<file path="config.mk">
export PLATFORM = sky130hd
export DESIGN_NAME = dda_line_rasterizer_core
export DESIGN_NICKNAME = d
export VERILOG_FILES = /design/src/rtl/core/dlr_pkg.sv /design/src/rtl/core/dlr_front.sv /design/src/rtl/core/dlr_cmd_queue.sv /design/src/rtl/core/dlr_back.sv /design/src/rtl/core/dda_line_rasterizer_core.sv
export SDC_FILE = /design/constraint.sdc
export NUM_CORES = 1
export LEC_CHECK = 0
export BUFFER_PORTS_ARGS = -buffer_cell sky130_fd_sc_hd__buf_2
export CELL_PAD_IN_SITES_DETAIL_PLACEMENT = 1
export CELL_PAD_IN_SITES_GLOBAL_PLACEMENT = 1
export CORE_MARGIN = 5
export CORE_UTILIZATION = 34
export DETAILED_ROUTE_END_ITERATION = 8
export GPL_TIMING_DRIVEN = 0
export PLACE_DENSITY_LB_ADDON = 0.1
export SLEW_MARGIN = 25
export SYNTH_ARGS = -nofsm -noshare
export SYNTH_HDL_FRONTEND = slang
export SYNTH_HIERARCHICAL = 1
export SYNTH_SLANG_ARGS = --single-unit
</file>
<file path="constraint.sdc">
create_clock -name clk -period 8.9 [get_ports clk]
set_input_delay 1.78 -clock clk [delete_from_list [all_inputs] [get_ports clk]]
set_output_delay 1.78 -clock clk [all_outputs]
set_load 0.02 [all_outputs]
</file>
<file path="src/rtl/core/dlr_pkg.sv">
// dlr_pkg: shared widths, codes and types for the DDA line rasterizer core.
// Used by every module under rtl/core; depends on nothing.
package dlr_pkg;

	localparam int COORD_BITS  = 13;
	localparam int FRAC_BITS   = 16;
	localparam int SCREEN_BITS = 13;
	localparam int DIFF_BITS   = COORD_BITS + 1;
	localparam int SLOPE_BITS  = FRAC_BITS + 2;
	localparam int ACC_BITS    = COORD_BITS + FRAC_BITS + 3;
	localparam int MINOR_BITS  = ACC_BITS - FRAC_BITS;
	localparam int CMP_BITS    = ((MINOR_BITS > SCREEN_BITS) ? MINOR_BITS : SCREEN_BITS) + 1;
	localparam int CNT_BITS    = $clog2(FRAC_BITS);

	localparam int PADDR_BITS = 3;
	localparam int PDATA_BITS = 32;

	localparam int CMD_DEPTH    = 2;
	localparam int CMD_PTR_BITS = $clog2(CMD_DEPTH);
	localparam int CMD_CNT_BITS = $clog2(CMD_DEPTH + 1);
	localparam int RES_DEPTH    = 4;
	localparam int RES_PTR_BITS = $clog2(RES_DEPTH);
	localparam int RES_CNT_BITS = $clog2(RES_DEPTH + 1);

	localparam logic [SCREEN_BITS-1:0] SCREEN_RESET = SCREEN_BITS'(600);

	localparam logic REQ_START   = 1'b0;
	localparam logic REQ_ADVANCE = 1'b1;

	localparam logic REG_SCREEN_WIDTH  = 1'b0;
	localparam logic REG_SCREEN_HEIGHT = 1'b1;

	typedef enum logic [2:0] {
		FS_IDLE,
		FS_CLASS,
		FS_PREP,
		FS_DIV,
		FS_PUSH
	} front_state_t;

	typedef struct packed {
		logic                         is_start;
		logic                         steep;
		logic signed [COORD_BITS-1:0] maj0;
		logic signed [COORD_BITS-1:0] maj1;
		logic signed [COORD_BITS-1:0] min0;
		logic signed [SLOPE_BITS-1:0] slope;
	} cmd_t;

	typedef struct packed {
		logic full;
		logic empty;
	} q_status_t;

	typedef struct packed {
		logic                  valid;
		logic [COORD_BITS-1:0] x;
		logic [COORD_BITS-1:0] y;
		logic                  on_scr;
		logic                  last;
	} res_t;

endpackage

</file>
<file path="src/rtl/core/dlr_front.sv">
// dlr_front: accepts request beats, sorts start endpoints and derives the
// slope with a one-bit-per-cycle restoring divider. Depends on dlr_pkg.
module dlr_front (
	input  logic                                clk,
	input  logic                                arst_n,
	input  logic                                push,
	output logic                                full,
	input  logic                                req_type,
	input  logic signed [dlr_pkg::COORD_BITS-1:0] end0_x,
	input  logic signed [dlr_pkg::COORD_BITS-1:0] end0_y,
	input  logic signed [dlr_pkg::COORD_BITS-1:0] end1_x,
	input  logic signed [dlr_pkg::COORD_BITS-1:0] end1_y,
	input  dlr_pkg::q_status_t                  cmd_status,
	output logic                                cmd_push,
	output dlr_pkg::cmd_t                       cmd
);
	import dlr_pkg::*;

	front_state_t state_q, state_d;

	logic signed [COORD_BITS-1:0] x0_q, y0_q, x1_q, y1_q;
	logic signed [COORD_BITS-1:0] maj0_q, maj1_q, min0_q, min1_q;
	logic                         steep_q, neg_q, qhi_q, zero_q;
	logic [DIFF_BITS-1:0]         den_q, rem_q;
	logic [FRAC_BITS-1:0]         quo_q;
	logic [CNT_BITS-1:0]          cnt_q;

	logic                         accept, div_done;
	logic signed [DIFF_BITS-1:0]  dx, dy, num, den_s;
	logic [DIFF_BITS-1:0]         adx, ady, num_abs, den_u, rem_sh, rem_sub;
	logic                         steep_c, swap_c, qbit;
	logic signed [COORD_BITS-1:0] a0, a1, b0, b1;
	logic [FRAC_BITS:0]           slope_mag;
	logic [SLOPE_BITS-1:0]        slope_ext;
	logic signed [SLOPE_BITS-1:0] slope_c;

	assign full     = (state_q != FS_IDLE) || cmd_status.full;
	assign accept   = push && !full;
	assign div_done = (cnt_q == CNT_BITS'(FRAC_BITS - 1));

	// classification
	assign dx      = DIFF_BITS'(x1_q) - DIFF_BITS'(x0_q);
	assign dy      = DIFF_BITS'(y1_q) - DIFF_BITS'(y0_q);
	assign adx     = dx[DIFF_BITS-1] ? DIFF_BITS'(-dx) : DIFF_BITS'(dx);
	assign ady     = dy[DIFF_BITS-1] ? DIFF_BITS'(-dy) : DIFF_BITS'(dy);
	assign steep_c = !(ady < adx);
	assign a0      = steep_c ? y0_q : x0_q;
	assign a1      = steep_c ? y1_q : x1_q;
	assign b0      = steep_c ? x0_q : y0_q;
	assign b1      = steep_c ? x1_q : y1_q;
	assign swap_c  = a1 < a0;

	// divider setup and step
	assign num     = DIFF_BITS'(min1_q) - DIFF_BITS'(min0_q);
	assign den_s   = DIFF_BITS'(maj1_q) - DIFF_BITS'(maj0_q);
	assign den_u   = DIFF_BITS'(den_s);
	assign num_abs = num[DIFF_BITS-1] ? DIFF_BITS'(-num) : DIFF_BITS'(num);
	assign rem_sh  = {rem_q[DIFF_BITS-2:0], 1'b0};
	assign qbit    = (rem_sh >= den_q);
	assign rem_sub = rem_sh - den_q;

	assign slope_mag = zero_q ? '0 : {qhi_q, quo_q};
	assign slope_ext = {1'b0, slope_mag};
	assign slope_c   = neg_q ? SLOPE_BITS'(-slope_ext) : SLOPE_BITS'(slope_ext);

	always_ff @(posedge clk or negedge arst_n) begin
		if (!arst_n) begin
			state_q <= FS_IDLE;
		end else begin
			state_q <= state_d;
		end
	end

	always_comb begin
		state_d      = state_q;
		cmd_push     = 1'b0;
		cmd.is_start = (state_q == FS_PUSH);
		cmd.steep    = steep_q;
		cmd.maj0     = maj0_q;
		cmd.maj1     = maj1_q;
		cmd.min0     = min0_q;
		cmd.slope    = slope_c;
		unique case (state_q)
			FS_IDLE: begin
				if (accept) begin
					if (req_type == REQ_START) begin
						state_d = FS_CLASS;
					end else begin
						cmd_push = 1'b1;
					end
				end
			end
			FS_CLASS: begin
				state_d = FS_PREP;
			end
			FS_PREP: begin
				state_d = FS_DIV;
			end
			FS_DIV: begin
				if (div_done) begin
					state_d = FS_PUSH;
				end
			end
			FS_PUSH: begin
				if (!cmd_status.full) begin
					cmd_push = 1'b1;
					state_d  = FS_IDLE;
				end
			end
			default: begin
				state_d = FS_IDLE;
			end
		endcase
	end

	always_ff @(posedge clk) begin
		if (state_q == FS_IDLE && accept && req_type == REQ_START) begin
			x0_q <= end0_x;
			y0_q <= end0_y;
			x1_q <= end1_x;
			y1_q <= end1_y;
		end
		if (state_q == FS_CLASS) begin
			steep_q <= steep_c;
			maj0_q  <= swap_c ? a1 : a0;
			maj1_q  <= swap_c ? a0 : a1;
			min0_q  <= swap_c ? b1 : b0;
			min1_q  <= swap_c ? b0 : b1;
		end
		if (state_q == FS_PREP) begin
			// |num| <= den: a full-scale ratio is the integer bit alone
			rem_q  <= (num_abs == den_u) ? '0 : num_abs;
			qhi_q  <= (num_abs == den_u) && (den_u != '0);
			zero_q <= (den_u == '0);
			neg_q  <= num[DIFF_BITS-1];
			den_q  <= den_u;
		end
		if (state_q == FS_DIV) begin
			rem_q <= qbit ? rem_sub : rem_sh;
			quo_q <= {quo_q[FRAC_BITS-2:0], qbit};
		end
	end

	always_ff @(posedge clk or negedge arst_n) begin
		if (!arst_n) begin
			cnt_q <= '0;
		end else if (state_q == FS_PREP) begin
			cnt_q <= '0;
		end else if (state_q == FS_DIV) begin
			cnt_q <= CNT_BITS'(cnt_q + 1'b1);
		end
	end

endmodule

</file>
<file path="src/rtl/core/dlr_cmd_queue.sv">
// dlr_cmd_queue: short command queue between the front and the back.
// Depends on dlr_pkg for cmd_t and the queue depth.
module dlr_cmd_queue (
	input  logic               clk,
	input  logic               arst_n,
	input  logic               push,
	input  dlr_pkg::cmd_t      wr_data,
	input  logic               pop,
	output dlr_pkg::cmd_t      rd_data,
	output dlr_pkg::q_status_t status
);
	import dlr_pkg::*;

	cmd_t                    mem_q [CMD_DEPTH];
	logic [CMD_PTR_BITS-1:0] wr_ptr_q, rd_ptr_q;
	logic [CMD_CNT_BITS-1:0] cnt_q;
	logic                    do_push, do_pop;

	assign status.full  = (cnt_q == CMD_CNT_BITS'(CMD_DEPTH));
	assign status.empty = (cnt_q == '0);
	assign do_push      = push && !status.full;
	assign do_pop       = pop && !status.empty;
	assign rd_data      = mem_q[rd_ptr_q];

	always_ff @(posedge clk) begin
		if (do_push) begin
			mem_q[wr_ptr_q] <= wr_data;
		end
	end

	always_ff @(posedge clk or negedge arst_n) begin
		if (!arst_n) begin
			wr_ptr_q <= '0;
			rd_ptr_q <= '0;
			cnt_q    <= '0;
		end else begin
			if (do_push) begin
				wr_ptr_q <= CMD_PTR_BITS'(wr_ptr_q + 1'b1);
			end
			if (do_pop) begin
				rd_ptr_q <= CMD_PTR_BITS'(rd_ptr_q + 1'b1);
			end
			cnt_q <= CMD_CNT_BITS'(cnt_q + CMD_CNT_BITS'(do_push) - CMD_CNT_BITS'(do_pop));
		end
	end

endmodule

</file>
<file path="src/rtl/core/dlr_back.sv">
// dlr_back: walks the active line one pixel per command, rounds the minor
// coordinate, checks screen bounds and queues results. Depends on dlr_pkg.
module dlr_back (
	input  logic                                 clk,
	input  logic                                 arst_n,
	input  dlr_pkg::q_status_t                   cmd_status,
	input  dlr_pkg::cmd_t                        cmd,
	output logic                                 cmd_pop,
	input  logic [dlr_pkg::SCREEN_BITS-1:0]      screen_width,
	input  logic [dlr_pkg::SCREEN_BITS-1:0]      screen_height,
	output logic                                 empty,
	input  logic                                 pop,
	output logic                                 pixel_valid,
	output logic signed [dlr_pkg::COORD_BITS-1:0] pixel_x,
	output logic signed [dlr_pkg::COORD_BITS-1:0] pixel_y,
	output logic                                 on_screen,
	output logic                                 last_pixel
);
	import dlr_pkg::*;

	localparam logic [ACC_BITS-1:0] FRAC_MASK = ACC_BITS'((64'd1 << FRAC_BITS) - 64'd1);
	localparam logic [ACC_BITS-1:0] HALF      = ACC_BITS'(64'd1 << (FRAC_BITS - 1));

	logic                         active_q, steep_q;
	logic signed [COORD_BITS-1:0] pos_q, end_q;
	logic signed [ACC_BITS-1:0]   acc_q;
	logic signed [SLOPE_BITS-1:0] slope_q;
	logic                         pend_s1, pend_null_s1, pend_last_s1;

	res_t                    res_mem_q [RES_DEPTH];
	logic [RES_PTR_BITS-1:0] wr_ptr_q, rd_ptr_q;
	logic [RES_CNT_BITS-1:0] res_cnt_q;

	logic                         take, do_pop, last_c, round_neg;
	logic signed [COORD_BITS-1:0] pos_inc;
	logic signed [ACC_BITS-1:0]   acc_half, acc_up, acc_flr;
	logic signed [MINOR_BITS-1:0] minor, pos_w, px, py;
	logic                         on_c;
	res_t                         res_c, res_head;

	assign take    = !cmd_status.empty
		&& (RES_CNT_BITS'(res_cnt_q + RES_CNT_BITS'(pend_s1)) < RES_CNT_BITS'(RES_DEPTH));
	assign cmd_pop = take;
	assign pos_inc = pos_q + COORD_BITS'(1);
	assign last_c  = cmd.is_start ? (cmd.maj0 >= cmd.maj1) : (pos_inc >= end_q);

	always_ff @(posedge clk or negedge arst_n) begin
		if (!arst_n) begin
			active_q <= 1'b0;
			pend_s1  <= 1'b0;
		end else begin
			pend_s1 <= take;
			if (take && (cmd.is_start || active_q)) begin
				active_q <= !last_c;
			end
		end
	end

	always_ff @(posedge clk) begin
		if (take) begin
			pend_null_s1 <= !cmd.is_start && !active_q;
			pend_last_s1 <= last_c;
			if (cmd.is_start) begin
				steep_q <= cmd.steep;
				pos_q   <= cmd.maj0;
				end_q   <= cmd.maj1;
				slope_q <= cmd.slope;
				acc_q   <= {{(ACC_BITS - COORD_BITS - FRAC_BITS){cmd.min0[COORD_BITS-1]}},
					cmd.min0, {FRAC_BITS{1'b0}}};
			end else if (active_q) begin
				pos_q <= pos_inc;
				acc_q <= acc_q + {{(ACC_BITS - SLOPE_BITS){slope_q[SLOPE_BITS-1]}}, slope_q};
			end
		end
	end

	// minor = round(acc + 0.5), ties away from zero
	assign acc_half  = acc_q + HALF;
	assign round_neg = acc_half[ACC_BITS-1];
	assign acc_up    = acc_q + FRAC_MASK;
	assign acc_flr   = acc_q >>> FRAC_BITS;
	always_comb begin
		logic signed [ACC_BITS-1:0] up_sh;
		up_sh = acc_up >>> FRAC_BITS;
		minor = round_neg ? up_sh[MINOR_BITS-1:0]
			: MINOR_BITS'(acc_flr[MINOR_BITS-1:0] + 1'b1);
	end

	assign pos_w = MINOR_BITS'(pos_q);
	assign px    = steep_q ? minor : pos_w;
	assign py    = steep_q ? pos_w : minor;
	assign on_c  = !px[MINOR_BITS-1] && !py[MINOR_BITS-1]
		&& (CMP_BITS'(px) < CMP_BITS'(screen_width))
		&& (CMP_BITS'(py) < CMP_BITS'(screen_height));

	always_comb begin
		res_c = '0;
		if (!pend_null_s1) begin
			res_c.valid  = 1'b1;
			res_c.x      = px[COORD_BITS-1:0];
			res_c.y      = py[COORD_BITS-1:0];
			res_c.on_scr = on_c;
			res_c.last   = pend_last_s1;
		end
	end

	assign empty  = (res_cnt_q == '0);
	assign do_pop = pop && !empty;

	always_ff @(posedge clk) begin
		if (pend_s1) begin
			res_mem_q[wr_ptr_q] <= res_c;
		end
	end

	always_ff @(posedge clk or negedge arst_n) begin
		if (!arst_n) begin
			wr_ptr_q  <= '0;
			rd_ptr_q  <= '0;
			res_cnt_q <= '0;
		end else begin
			if (pend_s1) begin
				wr_ptr_q <= RES_PTR_BITS'(wr_ptr_q + 1'b1);
			end
			if (do_pop) begin
				rd_ptr_q <= RES_PTR_BITS'(rd_ptr_q + 1'b1);
			end
			res_cnt_q <= RES_CNT_BITS'(res_cnt_q + RES_CNT_BITS'(pend_s1)
				- RES_CNT_BITS'(do_pop));
		end
	end

	assign res_head    = res_mem_q[rd_ptr_q];
	assign pixel_valid = res_head.valid;
	assign pixel_x     = res_head.x;
	assign pixel_y     = res_head.y;
	assign on_screen   = res_head.on_scr;
	assign last_pixel  = res_head.last;

`ifndef SYNTH
	a_res_bound: assert property (@(posedge clk) disable iff (!arst_n)
		res_cnt_q <= RES_CNT_BITS'(RES_DEPTH))
		else $error("result queue count above depth");

	a_pend_room: assert property (@(posedge clk) disable iff (!arst_n)
		pend_s1 |-> (res_cnt_q < RES_CNT_BITS'(RES_DEPTH)))
		else $error("pixel beat into a full result queue");

	a_idle_null: assert property (@(posedge clk) disable iff (!arst_n)
		(take && !cmd.is_start && !active_q) |=> (pend_s1 && pend_null_s1))
		else $error("advance on idle line did not give an empty beat");

	a_start_live: assert property (@(posedge clk) disable iff (!arst_n)
		(take && cmd.is_start) |=> (pend_s1 && !pend_null_s1))
		else $error("start beat did not give a pixel");
`endif

endmodule

</file>
<file path="src/rtl/core/dda_line_rasterizer_core.sv">
// Start beat: full stays high after it while the line is classified, the divider is set up and
// makes one quotient bit per cycle, and the command waits for room in the command queue.
// Advance beat: one per cycle while full is low, pushed straight into the command queue.
// Results wait in a 4-entry queue; full follows the 2-entry command queue.
// Reset (arst_n low, async): queues empty, no line active, screen size 600x600.
// Top level: APB registers, front, command queue and back. Depends on dlr_pkg.
module dda_line_rasterizer_core (
	input  logic                                 clk,
	input  logic                                 arst_n,
	input  logic                                 psel,
	input  logic                                 penable,
	input  logic                                 pwrite,
	input  logic [dlr_pkg::PADDR_BITS-1:0]       paddr,
	input  logic [dlr_pkg::PDATA_BITS-1:0]       pwdata,
	output logic [dlr_pkg::PDATA_BITS-1:0]       prdata,
	output logic                                 pready,
	input  logic                                 push,
	output logic                                 full,
	input  logic                                 req_type,
	input  logic signed [dlr_pkg::COORD_BITS-1:0] end0_x,
	input  logic signed [dlr_pkg::COORD_BITS-1:0] end0_y,
	input  logic signed [dlr_pkg::COORD_BITS-1:0] end1_x,
	input  logic signed [dlr_pkg::COORD_BITS-1:0] end1_y,
	output logic                                 empty,
	input  logic                                 pop,
	output logic                                 pixel_valid,
	output logic signed [dlr_pkg::COORD_BITS-1:0] pixel_x,
	output logic signed [dlr_pkg::COORD_BITS-1:0] pixel_y,
	output logic                                 on_screen,
	output logic                                 last_pixel
);
	import dlr_pkg::*;

	logic [SCREEN_BITS-1:0] width_q, height_q;
	logic                   reg_idx, wr_en;
	logic                   fe_push, be_pop;
	cmd_t                   fe_cmd, q_cmd;
	q_status_t              q_status;

	assign pready  = 1'b1;
	assign reg_idx = paddr[2];
	assign wr_en   = psel && penable && pwrite && pready;

	always_ff @(posedge clk or negedge arst_n) begin
		if (!arst_n) begin
			width_q  <= SCREEN_RESET;
			height_q <= SCREEN_RESET;
		end else if (wr_en) begin
			unique case (reg_idx)
				REG_SCREEN_WIDTH:  width_q  <= pwdata[SCREEN_BITS-1:0];
				REG_SCREEN_HEIGHT: height_q <= pwdata[SCREEN_BITS-1:0];
				default: ;
			endcase
		end
	end

	always_comb begin
		unique case (reg_idx)
			REG_SCREEN_WIDTH:  prdata = PDATA_BITS'(width_q);
			REG_SCREEN_HEIGHT: prdata = PDATA_BITS'(height_q);
			default:           prdata = '0;
		endcase
	end

	dlr_front u_front (
		.clk        (clk),
		.arst_n     (arst_n),
		.push       (push),
		.full       (full),
		.req_type   (req_type),
		.end0_x     (end0_x),
		.end0_y     (end0_y),
		.end1_x     (end1_x),
		.end1_y     (end1_y),
		.cmd_status (q_status),
		.cmd_push   (fe_push),
		.cmd        (fe_cmd)
	);

	dlr_cmd_queue u_cmd_queue (
		.clk     (clk),
		.arst_n  (arst_n),
		.push    (fe_push),
		.wr_data (fe_cmd),
		.pop     (be_pop),
		.rd_data (q_cmd),
		.status  (q_status)
	);

	dlr_back u_back (
		.clk           (clk),
		.arst_n        (arst_n),
		.cmd_status    (q_status),
		.cmd           (q_cmd),
		.cmd_pop       (be_pop),
		.screen_width  (width_q),
		.screen_height (height_q),
		.empty         (empty),
		.pop           (pop),
		.pixel_valid   (pixel_valid),
		.pixel_x       (pixel_x),
		.pixel_y       (pixel_y),
		.on_screen     (on_screen),
		.last_pixel    (last_pixel)
	);

endmodule

</file>
==> impl_metrics.tcl <==
set metrics [dict create \
    status "finished clean" \
    use_met2_pct 30.2 \
    cts_tree "built" \
    met1_usage_pct 19.3 \
    io_buffer_count 117 \
    start_util_pct 34.2 \
    busiest_layer "met2" \
    slowest_delay_ns 0.47 \
    synth_edf_count 464 \
    critPathCaptureType "flip-flop" \
    yosysTopAreaCell "edfxtp_1" \
    netlist_area_mm2 0.0290 \
    ys_seq_area_share_pct 52.1 \
    wire_per_inst_um 20.0 \
    cp-start-kind "flip-flop" \
    clock-root-buffer "clkbuf_16" \
    yosysUniqueCellTypes 90 \
    coreArea_mm2 0.0849 \
    detail-route-antenna-nets 0 \
    hold_viol 0 \
    via_per_inst 4.94 \
    grtUsageTotal_pct 16.3 \
    synth_top_area_share_pct 48.0 \
    final_common_cell "edfxtp_1" \
    utilization_pct 39.6 \
    p_leak_nw 13.4 \
    rsz0062_at_grt "no" \
    synth-main-ff-cell "edfxtp_1" \
    period_share_pct 93.2 \
    dieArea_mm2 0.0912 \
    postSynthCellCount 2330 \
    worstSkewPairLatency_ns 0.65 \
    grt_max_degree 47 \
    drc 0 \
    cap_violations 0 \
    cts_buffers 59 \
    skew_ns 0.0289 \
    power_density_mw_per_mm2 339 \
    cp.arrival_ns 8.58 \
    max-vdd-ir-drop_v 0.000172 \
    n_antenna_cell 0 \
    async_reset_ff_share_pct 9.02 \
    crit_slowest_cell "edfxtp_1" \
    setup_violations 0 \
    gp_congestion 0.821 \
    grt_pass1_vias 20392 \
    grt_pass1_wl_um 116000 \
    worstSetupPathType "reg -> reg" \
    worstMarginPinSlew_ns 1.05 \
    drive_above_1_share_pct 18.7 \
    mostFrequentLayoutCells "edfxtp_1 (464), ha_1 (189), inv_1 (184), nor2_1 (128), mux2i_1 (127)" \
    total_power_mw 11.4 \
    path_clk_slew_ns 0.06 \
    critical_path.top_delay_family "compound AO/OA/AOI/OAI gates" \
    dieWidth_um 302 \
    slew_headroom_pct 29.6 \
    synth.area.top_cells "edfxtp_1 (48%), ha_1 (8.2%), mux2i_1 (4.5%)" \
    synth.ff_latch_count 510 \
    yosys_warnings 6 \
    fin_area_mm2 0.0336 \
    multi_input_area_mm2 0.0128 \
    die_y_um 302 \
    avgSynthCellArea_um2 12.4 \
    cts_max_path_buffers 3 \
    area_growth_pct 15.8 \
    ff_latch_area_mm2 0.0151 \
    nets 2837 \
    hpwl_um 59400 \
    slew_viol_final 0 \
    drtPass1Iterations 6 \
    vias 18491 \
    io_pins 159 \
    clock-sinks 510 \
    antenna_found_initial 0 \
    htreeDepth 2 \
    path_max_fanout 10 \
    num_rows 107 \
    met3_usage_pct 2.45 \
    fillers 9096 \
    finalCriticalPeriod_ns 8.30 \
    wirelength_um 74900 \
    post_dp_cell_area_mm2 0.0315 \
    fmax_mhz 121 \
    crit_buf_inv 6 \
    grt-ovfl-total 0 \
    critPathRequiredTime_ns 9.19 \
    drt_iter0_markers 636 \
    min_path_type "reg -> reg" \
]
==> layer usage <==
| metal | wire [µm] | share of wire [%] |
|---|---|---|
| met1 | 31400 | 42 |
| met2 | 38900 | 52 |
| met3 | 2060 | 2.7 |
| met4 | 2600 | 3.5 |
| met5 | 0 | 0 |
==> per-stage QoR <==
step	std cells	setup WS, ns	hold slack, ns	setup TNS (ns)
2_1_floorplan	2348	1.56	0.445	0
3_3_place_gp	3609	-0.661	0.460	-17.62
3_5_place_dp	3628	-0.804	0.474	-25.02
4_1_cts	3739	0.0411	0.476	0
5_1_grt	3742	0.00940	0.502	0
6_report	3742	0.604	0.480	0
==> logic make-up (layout without fill, tap and decap cells) <==
kind of cell	after synthesis	in the layout	synth area share (%)
AOI/OAI and AO/OA	384	384	8.64
xor gates and xnor gates	157	157	4.74
adders and majority gates	195	195	8.57
buffers and inverters	267	517	4.22
DFF	510	510	52.1
muxes	284	284	12.5
other	2	20	0.0259
and+or+nand+nor	531	531	9.25
==> final timing paths <==
| check | start | end | slack, ns | depth (start not counted) |
|---|---|---|---|---|
| setup / recovery | u_front/y0_q[1] | u_front/min0_q[8] | 0.60 | 38 |
| hold / removal | u_front/quo_q[9] | u_front/quo_q[10] | 0.48 | 0 |
| setup reg to reg | u_front/y0_q[1] | u_front/min0_q[8] | 0.60 | 38 |
| hold reg to reg | u_front/quo_q[9] | u_front/quo_q[10] | 0.48 | 0 |
| max in group asynchronous | arst_n | u_cmd_queue/wr_ptr_q | 7.19 | 1 |
| min in group asynchronous | arst_n | height_q[1] | 1.19 | 1 |
==> cells in the mapped netlist (all sizes together) (15+ instances only) <==
cell / n
a211oi: 15
a21o: 34
a21oi: 103
and2: 34
and3: 18
buf: 52
clkbuf: 29
dfrtp: 38
edfxtp: 464
ha: 189
inv: 184
mux2: 126
mux2i: 129
mux4: 29
nand2: 122
nand2b: 25
nand3: 42
nand4: 22
nor2: 131
nor2b: 44
nor3: 32
nor4: 18
o21a: 23
o21ai: 90
o31ai: 20
xnor2: 98
xor2: 59
==> power by group <==
group	internal (mW)	total (mW)	switching [mW]	leakage, nW
registers	3.53	3.92	0.393	4.83
clock network	1.45	2.48	1.02	0.947
logic	2.07	4.99	2.92	7.61
==> flip-flops by register name (all words and copies together) (netlist names), 3 cells and up <==
| register | flops |
|---|---|
| u_cmd_queue/mem_q | 118 |
| u_back/res_mem_q | 116 |
| u_back/acc_q | 32 |
| u_back/slope_q | 18 |
| u_front/quo_q | 16 |
| u_front/den_q | 14 |
| height_q | 13 |
| u_back/end_q | 13 |
| u_back/pos_q | 13 |
| u_front/maj0_q | 13 |
| u_front/maj1_q | 13 |
| u_front/min0_q | 13 |
| u_front/min1_q | 13 |
| u_front/rem_q | 13 |
| u_front/x0_q | 13 |
| u_front/x1_q | 13 |
| u_front/y0_q | 13 |
| u_front/y1_q | 13 |
| width_q | 13 |
| u_front/cnt_q | 4 |
| u_back/res_cnt_q | 3 |
| u_front/state_q | 3 |
==> layout make-up <==
type	instances	area share, %
plain buffers	80	1.64
clock buffers	74	4.62
clock inverters	38	1.38
inverters	186	2.08
multi-input cells	1571	38.1
flip-flops and latches	510	44.9
well taps	1144	4.26
repair buffers	139	2.94
==> what timing repair did <==
item	CTS	global route
setup endpoints to repair	50	50
resized for setup	15	7
gates cloned	0	0
pin swaps	0	1
hold endpoints to repair	0	0
hold buffers	0	0
buffers inserted	0	3
==> worst reg2reg max path: cells and delay by family, from the launching register on <==
kind	cells	cell delay, ns
AOI/OAI and AO/OA	19	3.69
xor gates and xnor gates	1	0.14
adders and majority gates	3	0.93
buffers and inverters	6	1.46
DFF	1	0.47
muxes	3	0.78
and+or+nand+nor	6	0.52
Power figures use the tool's default switching activity.
